$ cat src/stereo_chorus_fractional_delay_defines.svh
// Assertion macros used by the chorus sequencer RTL.
// Expects signals named clk and rst in the module that uses them.
`ifndef STEREO_CHORUS_FRACTIONAL_DELAY_DEFINES_SVH
`define STEREO_CHORUS_FRACTIONAL_DELAY_DEFINES_SVH

// Consequent must hold in the same cycle as the antecedent.
`define SCFD_ASSERT_NOW(lbl, ante, cons, msg) \
  lbl: assert property (@(posedge clk) disable iff (rst) (ante) |-> (cons)) \
    else $error(msg);

// Consequent must hold in the cycle after the antecedent.
`define SCFD_ASSERT_NEXT(lbl, ante, cons, msg) \
  lbl: assert property (@(posedge clk) disable iff (rst) (ante) |=> (cons)) \
    else $error(msg);

`endif

$ cat src/scfd_pkg.sv
// Shared types, constants and the output rounding function for the chorus block.
// No dependencies; the RTL files refer to it by scoped names and the testbench imports it.
package scfd_pkg;

  localparam int DELAY_DEPTH_DEF = 4096;
  localparam int TABLE_DEPTH_DEF = 65536;

  localparam int SAMPLE_W    = 16;
  localparam int REG_W       = 17;
  localparam int WORD_W      = 28;
  localparam int FRAC_W      = 16;
  localparam int INDEX_W     = 16;
  localparam int PHASE_W     = 16;
  localparam int CFG_INDEX_W = 2;
  localparam int OP_W        = 18;
  localparam int PROD_W      = 2 * OP_W;
  localparam int ACC_W       = 38;

  localparam logic KIND_WORD = 1'b1;

  localparam logic [CFG_INDEX_W-1:0] CFG_DRY_GAIN   = 2'd0;
  localparam logic [CFG_INDEX_W-1:0] CFG_WET_GAIN   = 2'd1;
  localparam logic [CFG_INDEX_W-1:0] CFG_MOD_PERIOD = 2'd2;

  localparam logic [REG_W-1:0] DRY_GAIN_RST   = 17'd39322;
  localparam logic [REG_W-1:0] WET_GAIN_RST   = 17'd26214;
  localparam logic [REG_W-1:0] MOD_PERIOD_RST = 17'd65536;

  localparam logic signed [ACC_W-1:0] RND_POS = ACC_W'(32768);
  localparam logic signed [ACC_W-1:0] RND_NEG = ACC_W'(32767);
  localparam logic signed [ACC_W-1:0] SAT_HI  = ACC_W'(32767);
  localparam logic signed [ACC_W-1:0] SAT_LO  = ACC_W'(-32768);

  typedef struct packed {
    logic                       kind;
    logic signed [SAMPLE_W-1:0] left_sample;
    logic signed [SAMPLE_W-1:0] right_sample;
    logic [INDEX_W-1:0]         table_index;
    logic [WORD_W-1:0]          table_word;
  } item_t;

  typedef struct packed {
    logic signed [SAMPLE_W-1:0] left_out;
    logic signed [SAMPLE_W-1:0] right_out;
  } result_t;

  typedef enum logic [1:0] {
    MAC_NONE,
    MAC_LOAD,
    MAC_ADD,
    MAC_ADD_HI
  } mac_mode_t;

  typedef struct packed {
    mac_mode_t              mode;
    logic signed [OP_W-1:0] op_a;
    logic signed [OP_W-1:0] op_b;
  } mac_ctrl_t;

  // Round Q16 to integer half away from zero, then clamp to int16.
  function automatic logic signed [SAMPLE_W-1:0] round_sat(
    input logic signed [ACC_W-1:0] acc
  );
    logic signed [ACC_W-1:0]    biased;
    logic signed [ACC_W-1:0]    q;
    logic signed [SAMPLE_W-1:0] res;
    biased = acc + (acc[ACC_W-1] ? RND_NEG : RND_POS);
    q = biased >>> FRAC_W;
    if (q > SAT_HI) begin
      res = SAMPLE_W'(SAT_HI);
    end else if (q < SAT_LO) begin
      res = SAMPLE_W'(SAT_LO);
    end else begin
      res = q[SAMPLE_W-1:0];
    end
    return res;
  endfunction

endpackage

$ cat src/scfd_mac.sv
// Shared 18x18 signed multiplier with a registered product and an accumulator.
// Depends on scfd_pkg for the control struct and widths.
module scfd_mac (
  input  logic                                 clk,
  input  logic                                 rst,
  input  scfd_pkg::mac_ctrl_t                  ctrl,
  output logic signed [scfd_pkg::PROD_W-1:0]   prod,
  output logic signed [scfd_pkg::ACC_W-1:0]    acc
);

  logic signed [scfd_pkg::PROD_W-1:0] prod_next;
  scfd_pkg::mac_mode_t                mode_d;

  always_comb begin
    prod_next = $signed(ctrl.op_a) * $signed(ctrl.op_b);
  end

  // The accumulate step acts in the cycle after the multiply, on the registered product.
  always_ff @(posedge clk) begin
    prod <= prod_next;
    unique case (mode_d)
      scfd_pkg::MAC_LOAD:   acc <= scfd_pkg::ACC_W'(prod);
      scfd_pkg::MAC_ADD:    acc <= acc + scfd_pkg::ACC_W'(prod);
      scfd_pkg::MAC_ADD_HI: acc <= acc + scfd_pkg::ACC_W'(prod >>> scfd_pkg::FRAC_W);
      default:              acc <= acc;
    endcase
    if (rst) begin
      mode_d <= scfd_pkg::MAC_NONE;
    end else begin
      mode_d <= ctrl.mode;
    end
  end

endmodule

$ cat config.mk
export PLATFORM = sky130hd
export DESIGN_NAME = scfd_mac
export DESIGN_NICKNAME = d
export VERILOG_FILES = /design/src/stereo_chorus_fractional_delay_defines.svh /design/src/scfd_pkg.sv /design/src/scfd_mac.sv
export SDC_FILE = /design/constraint.sdc
export NUM_CORES = 1
export LEC_CHECK = 0
export BUFFER_PORTS_ARGS = -buffer_cell sky130_fd_sc_hd__buf_2
export CAP_MARGIN = 20
export CORE_MARGIN = 4
export CORE_UTILIZATION = 44
export DETAILED_ROUTE_END_ITERATION = 7
export SYNTH_ARGS = -nofsm -noshare
export SYNTH_HDL_FRONTEND = slang
export SYNTH_SLANG_ARGS = --single-unit
$ cat constraint.sdc
create_clock -name clk -period 6.2 [get_ports clk]
set_input_delay 0 -clock clk [delete_from_list [all_inputs] [get_ports clk]]
set_output_delay 0 -clock clk [all_outputs]
set_load 0.005 [all_outputs]
Word level (Yosys, flattened, before mapping)
Cells that the tools add are included.

Multiplexer cells: 1. Reduce and logical (&&, ||, !) cells: 1. Equality and inequality tests: 3. $add $sub $neg: 2. Multiply operators: 1.

Operator list (number): one-hot mux 38 bit (3 select lines) (1); adder 38 x 20 -> 38 bit (1); adder 38 x 36 -> 38 bit (1); multiplier 18 x 18 -> 36 bit (1); equality test 2 bit (second input constant) (2); nonzero test 3 bit (1); equality test 2 x 1 -> 1 bit (second input constant) (1).

Register bits after elaboration: 76. Output and inout port bits: 74. Input port bits: 40. Logic and storage cells: 11.

Logic depth before layout (Yosys ltp)
Depth in word-level cells: 2. Gate-level depth with buffers: 26. Depth with buffers taken out: 25.

Least setup slack after synthesis
OpenSTA, ideal clock, no wires.

Path kind: input-to-reg. Start: input port ctrl[28] (netlist name). End: register prod[35] (netlist name). Data required time: 6.128 ns. Setup slack: 0.614 ns. Arrival time: 5.514 ns. Cell stages on the path: 22. Cell sequence: clkbuf_1 > nand2_1 > fa_1 > fa_1 > fa_1 > fa_1 > inv_1 > fa_1 > inv_1 > fa_1 > inv_1 > ha_1 > and4_1 > nand2_1 > nor4b_1 > a21oi_1 > a41oi_1 > o211ai_1 > a41oi_1 > o21ai_0 > a21oi_1 > xnor2_1.

Longest elaborated chain between the ends: 1.

Ends and longest elaborated chain: from (decl) (line scfd_mac.sv:6) `input scfd_pkg::mac_ctrl_t ctrl,`; multiplier 18 x 18 -> 36 bit (line scfd_mac.sv:15) `prod_next = $signed(ctrl.op_a) * $signed(ctrl.op_b);`; named net prod_next (one bit) (line scfd_mac.sv:11) `logic signed [scfd_pkg::PROD_W-1:0] prod_next;`; to (signal assigned) (line scfd_mac.sv:20) `prod <= prod_next;`; to (decl) (line scfd_mac.sv:7) `output logic signed [scfd_pkg::PROD_W-1:0] prod,`.

The timed path passes the listed nets, and every way through them passes these cells. A chain may end at the register's enable or synchronous reset.

Final worst setup path
Start: input port ctrl[4] (netlist name). End: register prod[35] (netlist name).

Same word-level chain as after synthesis.

==> results_dict.tcl <==
set metrics [dict create \
    num_vias 11927 \
    synth_ff_type "edfxtp_1" \
    final_common_cell "inv_1" \
    crit_path_start_kind "input port" \
    ys_seq_elements 76 \
    syn_nets 2256 \
    finalSetupTns_ns 0 \
    synth_edf_count 38 \
    critPathMaxFanout 18 \
    synth-seq-area-share_pct 11.5 \
    clock_path_buffers 2 \
    grt_pass1_vias 12794 \
    fp-row-count 70 \
    netlist_area_mm2 0.0166 \
    cp_cell_sequence "buf_2, nand2_1, fa_1, fa_1, fa_1, fa_1, inv_1, fa_1, inv_1, fa_1, inv_1, ha_1, and4_1, nand2_1, nor4b_1, a21oi_1, a41oi_1, buf_4, o211ai_1, a41oi_1, o21ai_0, a21oi_1, xnor2_1" \
    antenna_found_initial 0 \
    drtAntennaViolNets 0 \
    grt_pass1_wl_mm 68.1 \
    hp-class "input port to flop" \
    die_y_um 202 \
    wl_per_cell_um 17.3 \
    clock.fmax_mhz 176 \
    gp_congestion 0.878 \
    tightestPinTransition_ns 1.03 \
    hold_path_end "prod[0]$_DFF_P_" \
    r2r_slack_ns 1.79 \
    ys_warn_count 0 \
    syn_inst 1756 \
    fin_skew_ns 0.0141 \
    ff2ff_path_depth 14 \
    min_period_ns 5.68 \
    cts-root-buf "clkbuf_16" \
    maxSlewViolCount 0 \
    rsz0062_at_grt "no" \
    drive_above_1_share_pct 12.2 \
    r2r_end "acc[32]$_DFFE_PP_" \
    fin_crit_sh_pct 91.7 \
    crit_slowest_cell "fa_1" \
    cts_tree "done" \
    syn_to_final_growth_pct 9.76 \
    critical_path.max_stage_delay_ns 0.59 \
    setup-violations-final 0 \
    clock_latency_ns 0.35 \
    drtIter0Drc 593 \
    drv_cap 0 \
    min-delay-start "ctrl[18]" \
    avgSynthCellArea_um2 9.44 \
    path_class "input port to flop" \
    synthArstFlopShare_pct 0 \
    wl_mm 41.2 \
    ios 114 \
    layout_common_cells "400 x inv_1, 330 x fa_1, 185 x nand2_1, 157 x and2_1, 130 x ha_1" \
    cts.sinks 76 \
    slew_headroom_pct 31.0 \
    clk_pin_slew_ns 0.06 \
    viasPerCell 5.02 \
    worst_setup_path_end_kind "flop" \
    htreeDepth 3 \
    cts_buffers 9 \
    die-area_mm2 0.0408 \
    status "completed" \
    drt-pass1-iter-count 5 \
    overflow 0 \
    finalHoldViolations 0 \
    final_nets 2367 \
    io_buffers 113 \
    cp_data_arrival_time_ns 5.90 \
    start_util_pct 45.0 \
    cp_common_cell "fa_1" \
    die_x_um 202 \
    num_antenna_cells 0 \
    grt_use_total_pct 20.6 \
    post-dp-hpwl_mm 35.3 \
    drc_errors 0 \
    crit_required_ns 6.42 \
    reg2reg_from "mode_d[1]$_SDFF_PP0_" \
    ys_types 58 \
    min_path_cells 2 \
    fp.coreArea_mm2 0.0369 \
    grt_max_degree 55 \
]
## worst max-delay path by stage
stage	startpoint	to	slack, ns	cells after the start
6_report	ctrl[4]	prod[35]$_DFF_P_	0.52	23
3_3_place_gp	ctrl[26]	prod[35]$_DFF_P_	0.26	24
4_1_cts	ctrl[4]	prod[35]$_DFF_P_	0.53	23
5_1_grt	ctrl[0]	prod[32]$_DFF_P_	0.08	26
2_1_floorplan	ctrl[28]	prod[35]$_DFF_P_	0.61	22
3_5_place_dp	ctrl[4]	prod[35]$_DFF_P_	0.18	23
## sequential cells by signal, summed over array words and instances (netlist names)
name	flops
mode_d	2
prod	36
acc	38
## worst max-delay path: cells and delay by family
kind / cells / cell delay (ns)
compound gates: 6 / 1.16
xor+xnor: 1 / 0.07
fa+ha+maj: 7 / 3.37
buf+inv: 5 / 0.60
simple gates: 4 / 0.68
## synthesized netlist by cell type (all sizes together) (9+ instances only)
library cell  instances  area (um^2)
nand2               185          694
inv                 400         1500
ha                  130         1630
nand2b               16          100
o21a                 10         75.1
o21ai                36          191
xnor2                50          438
dfxtp                38          761
xor2                 15          131
clkbuf               53          199
and2                158          990
nor3                  9         55.1
nor2                 39          146
mux2                 45          507
nor2b                 9         56.3
a21o                 46          345
fa                  330         6610
edfxtp               38         1140
o21bai                9         78.8
a31oi                 9         71.3
a21oi                60          304
## cell families after synthesis
group	after synthesis	synth area share, %
flops	76	11.5
simple gates	455	13.9
mux	47	3.18
xor+xnor	65	3.43
compound gates	200	8.09
buf+inv	453	10.3
fa+ha+maj	460	49.7
## metrics by stage
stage	hold slack (ns)	area, um^2	worst slack (ns)	util, %	instances
floorplan	0.0716	16600	0.614	-	1756
detailed placement	0.189	17900	0.178	48.4	2357
global route	0.148	18200	0.0826	49.3	2376
global placement	0.184	17900	0.259	48.4	2357
finish	0.141	18200	0.516	49.3	2376
CTS	0.134	18200	0.533	49.3	2376
## repair_timing
action,4_1_cts,5_1_grt
endpoints found under the setup margin,0,0
hold buffers,3,0
hold endpoints to repair,2,0
gates resized for setup,0,0
buffers inserted,0,0
## final cells by class
cell class	count	area (um^2)
Sequential cell	76	1900
Inverter	400	1500
Clock buffer	11	254
Tap cell	504	631
Timing Repair Buffer	153	873
Clock inverter	5	57.6
Fill cell	3502	18700
Multi-Input combinational cell	1227	13000
## metal layers
metal | wire length [um] | part of all wire, % | track usage, % | up-vias
met5 | 0 | 0 | 0 | -
met4 | 536 | 1.3 | 3.39 | 0
met3 | 2800 | 6.8 | 4.24 | 36
met2 | 18300 | 44 | 32.8 | 310
met1 | 19600 | 48 | 29.7 | 5982
li1 | - | - | - | 5599
Power is left out: the tool's default activity adds up to more than one toggle a clock period on the data nets, which glitch-free logic cannot reach.
