===== src/stereo_chorus_fractional_delay_defines.svh =====
// Assertion macros used by the chorus sequencer RTL.
// Expects signals named clk and rst in the module that uses them.
`ifndef STEREO_CHORUS_FRACTIONAL_DELAY_DEFINES_SVH
`define STEREO_CHORUS_FRACTIONAL_DELAY_DEFINES_SVH

// Consequent must hold in the same cycle as the antecedent.
`define SCFD_ASSERT_NOW(lbl, ante, cons, msg) \
  lbl: assert property (@(posedge clk) disable iff (rst) (ante) |-> (cons)) \
    else $error(msg);

// Consequent must hold in the cycle after the antecedent.
`define SCFD_ASSERT_NEXT(lbl, ante, cons, msg) \
  lbl: assert property (@(posedge clk) disable iff (rst) (ante) |=> (cons)) \
    else $error(msg);

`endif


===== src/scfd_pkg.sv =====
// Shared types, constants and the output rounding function for the chorus block.
// No dependencies; the RTL files refer to it by scoped names and the testbench imports it.
package scfd_pkg;

  localparam int DELAY_DEPTH_DEF = 4096;
  localparam int TABLE_DEPTH_DEF = 65536;

  localparam int SAMPLE_W    = 16;
  localparam int REG_W       = 17;
  localparam int WORD_W      = 28;
  localparam int FRAC_W      = 16;
  localparam int INDEX_W     = 16;
  localparam int PHASE_W     = 16;
  localparam int CFG_INDEX_W = 2;
  localparam int OP_W        = 18;
  localparam int PROD_W      = 2 * OP_W;
  localparam int ACC_W       = 38;

  localparam logic KIND_WORD = 1'b1;

  localparam logic [CFG_INDEX_W-1:0] CFG_DRY_GAIN   = 2'd0;
  localparam logic [CFG_INDEX_W-1:0] CFG_WET_GAIN   = 2'd1;
  localparam logic [CFG_INDEX_W-1:0] CFG_MOD_PERIOD = 2'd2;

  localparam logic [REG_W-1:0] DRY_GAIN_RST   = 17'd39322;
  localparam logic [REG_W-1:0] WET_GAIN_RST   = 17'd26214;
  localparam logic [REG_W-1:0] MOD_PERIOD_RST = 17'd65536;

  localparam logic signed [ACC_W-1:0] RND_POS = ACC_W'(32768);
  localparam logic signed [ACC_W-1:0] RND_NEG = ACC_W'(32767);
  localparam logic signed [ACC_W-1:0] SAT_HI  = ACC_W'(32767);
  localparam logic signed [ACC_W-1:0] SAT_LO  = ACC_W'(-32768);

  typedef struct packed {
    logic                       kind;
    logic signed [SAMPLE_W-1:0] left_sample;
    logic signed [SAMPLE_W-1:0] right_sample;
    logic [INDEX_W-1:0]         table_index;
    logic [WORD_W-1:0]          table_word;
  } item_t;

  typedef struct packed {
    logic signed [SAMPLE_W-1:0] left_out;
    logic signed [SAMPLE_W-1:0] right_out;
  } result_t;

  typedef enum logic [1:0] {
    MAC_NONE,
    MAC_LOAD,
    MAC_ADD,
    MAC_ADD_HI
  } mac_mode_t;

  typedef struct packed {
    mac_mode_t              mode;
    logic signed [OP_W-1:0] op_a;
    logic signed [OP_W-1:0] op_b;
  } mac_ctrl_t;

  // Round Q16 to integer half away from zero, then clamp to int16.
  function automatic logic signed [SAMPLE_W-1:0] round_sat(
    input logic signed [ACC_W-1:0] acc
  );
    logic signed [ACC_W-1:0]    biased;
    logic signed [ACC_W-1:0]    q;
    logic signed [SAMPLE_W-1:0] res;
    biased = acc + (acc[ACC_W-1] ? RND_NEG : RND_POS);
    q = biased >>> FRAC_W;
    if (q > SAT_HI) begin
      res = SAMPLE_W'(SAT_HI);
    end else if (q < SAT_LO) begin
      res = SAMPLE_W'(SAT_LO);
    end else begin
      res = q[SAMPLE_W-1:0];
    end
    return res;
  endfunction

endpackage


===== src/scfd_seq.sv =====
// Frame sequencer: table and history addressing, tap fetch, MAC schedule, output register.
// Depends on scfd_pkg and on the assertion macros header.
`include "stereo_chorus_fractional_delay_defines.svh"

module scfd_seq #(
  parameter int DELAY_DEPTH = scfd_pkg::DELAY_DEPTH_DEF,
  parameter int TABLE_DEPTH = scfd_pkg::TABLE_DEPTH_DEF
) (
  input  logic                                    clk,
  input  logic                                    rst,
  input  logic                                    item_valid,
  input  scfd_pkg::item_t                         item,
  output logic                                    item_stall,
  output logic                                    result_valid,
  input  logic                                    result_stall,
  output scfd_pkg::result_t                       result,
  input  logic [scfd_pkg::REG_W-1:0]              dry_gain,
  input  logic [scfd_pkg::REG_W-1:0]              wet_gain,
  input  logic [scfd_pkg::REG_W-1:0]              modulation_period,
  output logic                                    table_we,
  output logic [$clog2(TABLE_DEPTH)-1:0]          table_waddr,
  output logic [scfd_pkg::WORD_W-1:0]             table_wdata,
  output logic [$clog2(TABLE_DEPTH)-1:0]          table_raddr,
  input  logic [scfd_pkg::WORD_W-1:0]             table_rdata,
  output logic                                    hist_we,
  output logic [$clog2(DELAY_DEPTH)-1:0]          hist_waddr,
  output logic [$clog2(DELAY_DEPTH)-1:0]          hist_raddr,
  input  logic signed [scfd_pkg::SAMPLE_W-1:0]    hist_l_rdata,
  input  logic signed [scfd_pkg::SAMPLE_W-1:0]    hist_r_rdata,
  output scfd_pkg::mac_ctrl_t                     mac_ctrl,
  input  logic signed [scfd_pkg::PROD_W-1:0]      mac_prod,
  input  logic signed [scfd_pkg::ACC_W-1:0]       mac_acc
);

  localparam int DAW = $clog2(DELAY_DEPTH);
  localparam int FW  = $clog2(DELAY_DEPTH + 1);
  localparam int TAW = $clog2(TABLE_DEPTH);
  localparam int SW  = scfd_pkg::SAMPLE_W;
  localparam int OW  = scfd_pkg::OP_W;
  localparam int FRW = scfd_pkg::FRAC_W;

  // Largest delay word: integer part DELAY_DEPTH-2, full fraction, capped at word width.
  localparam logic [63:0] TOP_RAW = (64'(DELAY_DEPTH - 2) << FRW) | 64'hFFFF;
  localparam logic [scfd_pkg::WORD_W-1:0] TOP_WORD =
    (TOP_RAW > 64'h0FFF_FFFF) ? {scfd_pkg::WORD_W{1'b1}} : scfd_pkg::WORD_W'(TOP_RAW);

  typedef enum logic [3:0] {
    S_IDLE,
    S_WORD,
    S_RDA,
    S_RDB,
    S_GETB,
    S_DIFF,
    S_HI,
    S_LO,
    S_A,
    S_DRY,
    S_WAIT,
    S_ROUND,
    S_OUT
  } state_t;

  state_t                        state;
  logic                          ch;
  logic [scfd_pkg::PHASE_W-1:0]  phase;
  logic [DAW-1:0]                pos;
  logic [FW-1:0]                 fill;
  logic                          phase_ok;
  logic [DAW-1:0]                d_reg;
  logic [FRW-1:0]                frac;
  logic [DAW-1:0]                pa;
  logic                          ok_a;
  logic                          ok_b;
  logic signed [SW-1:0]          smp_l;
  logic signed [SW-1:0]          smp_r;
  logic signed [SW-1:0]          a_l;
  logic signed [SW-1:0]          a_r;
  logic signed [SW-1:0]          b_l;
  logic signed [SW-1:0]          b_r;
  logic [FRW-1:0]                p_lo;
  logic signed [SW-1:0]          left_res;
  logic signed [SW-1:0]          right_res;

  logic                          frame_acc;
  logic                          word_acc;
  logic [scfd_pkg::REG_W-1:0]    phase_inc;
  logic [scfd_pkg::WORD_W-1:0]   word_rd;
  logic [DAW:0]                  pa_diff;
  logic [DAW-1:0]                pa_calc;
  logic [DAW-1:0]                pb_calc;
  logic signed [SW-1:0]          cur_a;
  logic signed [SW-1:0]          cur_b;
  logic signed [SW-1:0]          cur_x;
  logic signed [SW-1:0]          rounded;

  assign item_stall = (state != S_IDLE);
  assign frame_acc  = item_valid && !item_stall && (item.kind != scfd_pkg::KIND_WORD);
  assign word_acc   = item_valid && !item_stall && (item.kind == scfd_pkg::KIND_WORD);

  // Table load: clamp the word, drop indexes beyond the table.
  assign table_we    = word_acc && (32'(item.table_index) < TABLE_DEPTH);
  assign table_waddr = TAW'(item.table_index);
  assign table_wdata = (item.table_word > TOP_WORD) ? TOP_WORD : item.table_word;
  assign table_raddr = TAW'(phase);

  assign hist_we    = frame_acc;
  assign hist_waddr = pos;

  assign phase_inc = {1'b0, phase} + scfd_pkg::REG_W'(1);
  assign word_rd   = phase_ok ? table_rdata : '0;

  // Tap addresses, modulo the history depth.
  always_comb begin
    pa_diff = {1'b0, pos} - {1'b0, d_reg};
    pa_calc = pa_diff[DAW] ? DAW'(pa_diff + (DAW + 1)'(DELAY_DEPTH)) : pa_diff[DAW-1:0];
    pb_calc = (pa == '0) ? DAW'(DELAY_DEPTH - 1) : pa - 1'b1;
    hist_raddr = (state == S_RDB) ? pb_calc : pa_calc;
  end

  assign cur_a   = ch ? a_r : a_l;
  assign cur_b   = ch ? b_r : b_l;
  assign cur_x   = ch ? smp_r : smp_l;
  assign rounded = scfd_pkg::round_sat(mac_acc);

  // Per channel: p = (b-a)*f, then g*p_hi + (g*p_lo >> 16) + g*a + dry*x.
  always_comb begin
    mac_ctrl.mode = scfd_pkg::MAC_NONE;
    mac_ctrl.op_a = '0;
    mac_ctrl.op_b = '0;
    unique case (state)
      S_DIFF: begin
        mac_ctrl.op_a = OW'(cur_b) - OW'(cur_a);
        mac_ctrl.op_b = $signed({2'b00, frac});
      end
      S_HI: begin
        mac_ctrl.mode = scfd_pkg::MAC_LOAD;
        mac_ctrl.op_a = $signed({1'b0, wet_gain});
        mac_ctrl.op_b = $signed(mac_prod[FRW +: OW]);
      end
      S_LO: begin
        mac_ctrl.mode = scfd_pkg::MAC_ADD_HI;
        mac_ctrl.op_a = $signed({1'b0, wet_gain});
        mac_ctrl.op_b = $signed({2'b00, p_lo});
      end
      S_A: begin
        mac_ctrl.mode = scfd_pkg::MAC_ADD;
        mac_ctrl.op_a = $signed({1'b0, wet_gain});
        mac_ctrl.op_b = OW'(cur_a);
      end
      S_DRY: begin
        mac_ctrl.mode = scfd_pkg::MAC_ADD;
        mac_ctrl.op_a = $signed({1'b0, dry_gain});
        mac_ctrl.op_b = OW'(cur_x);
      end
      default: begin
        mac_ctrl.mode = scfd_pkg::MAC_NONE;
      end
    endcase
  end

  always_ff @(posedge clk) begin
    if (rst) begin
      state        <= S_IDLE;
      ch           <= 1'b0;
      phase        <= '0;
      pos          <= '0;
      fill         <= '0;
      result_valid <= 1'b0;
    end else begin
      // Raise the result beat when the output step loads it, drop it once taken.
      if (state == S_OUT && (!result_valid || !result_stall)) begin
        result_valid <= 1'b1;
      end else if (result_valid && !result_stall) begin
        result_valid <= 1'b0;
      end
      unique case (state)
        S_IDLE: begin
          if (frame_acc) begin
            smp_l    <= item.left_sample;
            smp_r    <= item.right_sample;
            phase_ok <= (32'(phase) < TABLE_DEPTH);
            phase    <= (phase_inc >= modulation_period) ? '0 : phase_inc[scfd_pkg::PHASE_W-1:0];
            if (fill != FW'(DELAY_DEPTH)) begin
              fill <= fill + FW'(1);
            end
            state <= S_WORD;
          end
        end
        S_WORD: begin
          d_reg <= DAW'(word_rd[scfd_pkg::WORD_W-1:FRW]);
          frac  <= word_rd[FRW-1:0];
          state <= S_RDA;
        end
        S_RDA: begin
          pa    <= pa_calc;
          ok_a  <= (FW'(pa_calc) < fill);
          state <= S_RDB;
        end
        S_RDB: begin
          // Entries never written since reset read as silence.
          a_l   <= ok_a ? hist_l_rdata : '0;
          a_r   <= ok_a ? hist_r_rdata : '0;
          ok_b  <= (FW'(pb_calc) < fill);
          state <= S_GETB;
        end
        S_GETB: begin
          b_l   <= ok_b ? hist_l_rdata : '0;
          b_r   <= ok_b ? hist_r_rdata : '0;
          pos   <= (pos == DAW'(DELAY_DEPTH - 1)) ? '0 : pos + 1'b1;
          ch    <= 1'b0;
          state <= S_DIFF;
        end
        S_DIFF: state <= S_HI;
        S_HI: begin
          p_lo  <= mac_prod[FRW-1:0];
          state <= S_LO;
        end
        S_LO:   state <= S_A;
        S_A:    state <= S_DRY;
        S_DRY:  state <= S_WAIT;
        S_WAIT: state <= S_ROUND;
        S_ROUND: begin
          if (!ch) begin
            left_res <= rounded;
            ch       <= 1'b1;
            state    <= S_DIFF;
          end else begin
            right_res <= rounded;
            state     <= S_OUT;
          end
        end
        S_OUT: begin
          // Hold until the output register is free or being emptied.
          if (!result_valid || !result_stall) begin
            result.left_out  <= left_res;
            result.right_out <= right_res;
            state            <= S_IDLE;
          end
        end
        default: state <= S_IDLE;
      endcase
    end
  end

  `SCFD_ASSERT_NEXT(a_frame_holds_off, frame_acc, item_stall, "frame accepted but still ready")
  `SCFD_ASSERT_NEXT(a_word_one_beat, word_acc, state == S_IDLE, "table load left idle")
  `SCFD_ASSERT_NOW(a_tap_in_range, (state == S_RDA) || (state == S_RDB), 32'(hist_raddr) < DELAY_DEPTH, "tap address beyond history")
  `SCFD_ASSERT_NOW(a_fill_bounded, 1'b1, 32'(fill) <= DELAY_DEPTH, "fill count beyond history depth")
  `SCFD_ASSERT_NOW(a_result_from_out, $rose(result_valid), $past(state) == S_OUT, "result raised outside output step")

endmodule


===== config.mk =====
export PLATFORM = sky130hd
export DESIGN_NAME = scfd_seq
export DESIGN_NICKNAME = d
export VERILOG_FILES = /design/src/scfd_pkg.sv /design/src/scfd_seq.sv
export VERILOG_INCLUDE_DIRS = /design/src /design/src/src
export SDC_FILE = /design/constraint.sdc
export NUM_CORES = 1
export LEC_CHECK = 0
export ABC_AREA = 1
export ABC_CLOCK_PERIOD_IN_PS = 4800
export BUFFER_PORTS_ARGS = -buffer_cell sky130_fd_sc_hd__buf_2
export CAP_MARGIN = 20
export CORE_MARGIN = 1.5
export CORE_UTILIZATION = 30
export DETAILED_ROUTE_END_ITERATION = 10
export PLACE_DENSITY = 0.47
export SYNTH_ARGS = -nofsm -noshare
export SYNTH_HDL_FRONTEND = slang
export SYNTH_SLANG_ARGS = --single-unit

===== constraint.sdc =====
create_clock -name clk -period 4.8 [get_ports clk]
set_input_delay 0 -clock clk [delete_from_list [all_inputs] [get_ports clk]]
set_output_delay 0 -clock clk [all_outputs]
set_load 0.03 [all_outputs]

* Word-level counts from Yosys, hierarchy flattened
Cells that the tools add are included.
Cells by class: magnitude comparators 6, muxes and demuxes 21, add/sub/neg operators 8, reductions and logical operators 27, bitwise gates (word level) 3, eq/ne operators 16
Operators with widths (count):
- case mux 36 bit (5 select lines) | 1
- 2-to-1 mux 16 bit | 7
- case mux 4 bit (13 select lines) | 1
- 2-to-1 mux 12 bit | 4
- adder 38 x 17 -> 38 bit | 1
- greater-than comparator 28 bit, second input constant | 1
- 2-to-1 mux 28 bit | 1
- < comparator 12 x 13 -> 1 bit | 2
- adder 12 x 1 -> 12 bit, second input constant | 2
- greater-than comparator 22 x 16 -> 1 bit, second input constant | 1
- < comparator 22 x 16 -> 1 bit, second input constant | 1
- equality test 4 bit, second input constant | 5
- adder 16 x 1 -> 17 bit, second input constant | 1
- >= comparator 17 bit | 1
- subtractor 16 x 16 -> 17 bit | 1
- equality test 4 x 3 -> 1 bit, second input constant | 4
- AND reduction 3 bit | 5
- AND reduction 2 bit | 7
- adder 13 x 1 -> 13 bit, second input constant | 1
- != test 13 bit, second input constant | 1
- subtractor 12 x 12 -> 13 bit | 1
- equality test 12 bit, second input constant | 1
- zero test 12 bit | 1
- 2-to-1 mux 4 bit | 3
- other kinds (16) | 27
Word-level totals: output and inout port bits 158, word-level logic and storage cells 103, input bits 266, bits in registers 265

* Depth between registers and ports, before layout
depth in word-level cells 6, depth in mapped cells 18, mapped depth without buffers 17

* Worst setup path before layout
No wires, ideal clock.
kind register to register, start point register state[0], end point register smp_l[0] (enable), arrival 2.890 ns, clock period less this slack 3.311 ns, path slack 1.489 ns, stages on the path, launching flop included 9, path buffers 1, data required time 4.379 ns, library setup time 0.421 ns, cells stage by stage dfxtp_1 > nor2_1 > inv_2 > nor2_2 > inv_2 > nor3_4 > inv_2 > clkbuf_1 > nor2_1
On the way: longest elaborated chain between the ends 5, elaborated cells on any way between the ends 6, those cells by class 6 x reduce/logical
Ends and longest elaborated chain:
- from (decl) | line scfd_seq.sv:63 | state_t state;
- from (signal assigned) | line scfd_seq.sv:163 | state <= S_IDLE;
- from (signal assigned) | line scfd_seq.sv:186 | state <= S_WORD;
- from (signal assigned) | line scfd_seq.sv:192 | state <= S_RDA;
- nonzero test 4 bit | line scfd_seq.sv:96 | assign item_stall = (state != S_IDLE);
- named net item_stall | line scfd_seq.sv:13 | output logic item_stall,
- zero test 1 bit | line scfd_seq.sv:97 | assign frame_acc = item_valid && !item_stall && (item.kind != scfd_pkg::KIND_WORD);
- logical AND 1 bit (2 in a row) | line scfd_seq.sv:97
- named net hist_we | line scfd_seq.sv:25 | output logic hist_we,
- AND reduction 3 bit (no line)
- to (signal assigned) | line scfd_seq.sv:179 | smp_l <= item.left_sample;
- to (decl) | line scfd_seq.sv:74 | logic signed [SW-1:0] smp_l;
The timed path passes the listed nets, and every way through them passes these cells. A chain may end at the register's enable or synchronous reset.

==> out/qor.csv <==
metric,value,unit
status,"complete, no violations",
grt_pass1_wl,73150,um
grt_usage,17.61,%
slew_headroom,32.24,%
slew_viol_final,0,
synth.top_cell.area_share,42.23,%
hold_path.startpoint,item[30],
finalSetupViolCount,0,
initial_core_util,30.27,%
ys.flop_type,edfxtp_1,
finalCritPeriodShare,83.87,%
tns,0,ns
fin_skew,0.02845,ns
die_y,230.3,um
clkTransAtPathRegs,0.06,ns
yosys.area.top_type,edfxtp_1,
tightestPinTransition,1.011,ns
yosys.area_share.simple,22.98,%
cp-end-kind,output port,
rows,83,
synth-compound-area-share,8.298,%
clk_latency,0.54,ns
syn_inst,1802,
drtIter0Drc,686,
gr-total-overflow,0,
cp.arrival,4.03,ns
numClockSinks,265,
drive_gt1_share,23.29,%
crit_required,4.80,ns
synthMuxAreaShare,1.808,%
rsz0062_at_grt,false,
area_growth,33.34,%
die_area,53040,sq um
io_buffers,389,
routedWlPerCell,15.93,um
critPathMaxFanout,23,
synth_area_per_cell,8.601,sq um
wirelength,47970,um
numCtsBuffers,35,
ys_async_sr_fraction,0,%
largest_register,result,
synth_most_common_cell,nand2_1,
die_w,230.3,um
dr.pass1.iters,5,
viasPerCell,4.591,
cts_tree,built,
cp-start-kind,register,
synth_seq_cells,265,
cts_resized,0,
grt_max_degree,40,
p_leak,9.577,nW
power.total,0.006492,W
place_congestion,0.8937,
ioPinCount,424,
synthAdderAreaFrac,7.281,%
startpoint,ch$_SDFFE_PP0P_,
route.detailed.drc,0,
clockBufferDepth,3,
r2r_start,table_raddr[0]$_SDFFE_PP0P_,
ys.warnings.count,0,
root_buffer,clkbuf_16,
synth_cell_type_count,57,
hpwl,36620,um
ant_nets,0,
vias,13820,
hp-class,input pin to output port,
largest_register_ffs,32,
fmaxAchievable,0.2484,GHz
synth_top_family_by_area,simple AND/OR/NAND/NOR gates,
crit_type,register to output port,
coreArea,51200,sq um
antenna_found_initial,4,
synth_edf_count,218,
ys_seq_area_share,48.30,%
maxCapViolations,0,
n_antenna_cell,0,
synth_nets,2157,
netlist_top_cells_count,"nand2_1 (489), inv_1 (276), edfxtp_1 (218)",
hold_viol,0,
grt_pass1_vias,13440,
ys_top_cells_by_area,"edfxtp_1 (42%), nand2_1 (12%), ha_1 (7.0%)",
ir_drop,0.1908,mV
h-tree-depth,2,
power-per-cell-area,314.1,nW/um^2
synth-xor-area-share,2.147,%
fin_crit,4.026,ns
final_nets,2660,
syn_area,15500,sq um
final timing paths:
| kind | end | slack (ns) | cells past startpoint |
|---|---|---|---|
| setup / recovery | mac_ctrl[32] | 0.77 | 13 |
| hold / removal | table_waddr[2] | 0.00001 | 0 |
| setup reg to reg | table_raddr[4]$_SDFFE_PP0P_ | 1.52 | 16 |
| hold reg to reg | result[21]$_DFFE_PP_ | 0.41 | 0 |
report_power, final:
| group | internal [W] | switching [W] |
|---|---|---|
| clock | 0.00190 | 0.00101 |
| sequential | 0.00258 | 0.0000352 |
| combinational | 0.000355 | 0.000613 |
| total | 0.00483 | 0.00166 |
routing by layer:
metal  vias up  wire (um)  share of wire [%]  GRT usage [%]
met4         8        960                2.0          4.473
met2       391      22810                 48          30.31
met1      6388      21260                 44          22.06
met3        63       2893                6.0          4.191
met5         -         46              0.096              0
li1       6972          -                  -              -
cell families after synthesis:
logic type      after synthesis
compound gates              217
xor+xnor                     38
fa+ha+maj                    89
buf+inv                     352
flops                       265
mux                          28
simple gates                813
stage by stage:
stage	setup WS, ns	cell area [sq um]	cells	utilization [%]	hold slack [ns]
detailed placement	1.409	18130	2824	35.41	0.0002048
global placement	1.460	18130	2824	35.41	0.0002048
CTS	0.7880	20650	3010	40.33	0.0002048
finish	0.7744	20670	3011	40.37	0.00001165
global route	0.4279	20670	3011	40.37	0.00004424
floorplan	1.489	15500	1802	-	0.05264
worst max-delay path: stages, from the launching register on:
cell,delay [ns]
dfxtp_2,0.58
buf_4,0.40
mux2i_1,0.57
ha_1,0.29
nand2_1,0.09
o21a_1,0.19
nand2_1,0.10
a21oi_1,0.10
o21ai_0,0.40
nand3_1,0.17
nand3_1,0.10
nand3_1,0.15
nand2_1,0.12
buf_2,0.20
cell usage in the layout, fill, tap and decap left out, types with 28 or more instances in the layout:
cell type,instances
nand2_1,489
buf_2,389
inv_1,276
edfxtp_1,218
dlygate4sd3_1,123
nor2_1,121
a21oi_1,96
ha_1,87
nand3_1,51
dfxtp_1,46
o21ai_0,44
clkbuf_16,38
nand4_1,37
xor2_1,31
nand2_2,29
mux2i_1,28
what timing repair did:
item                                   CTS  global route
buffers inserted                         0             0
endpoints found under the hold margin  168             0
hold buffers                           123             0
area by class of cell:
class / count / area (sq um)
clock buffer: 47 / 1005
sequential: 265 / 7488
tap: 680 / 850.8
multi-input combinational: 1185 / 6641
fill: 5160 / 30530
inverter: 290 / 1089
clock inverter: 16 / 282.8
timing repair buffer: 528 / 3311
Note: power is estimated with default switching activity, not from simulation.
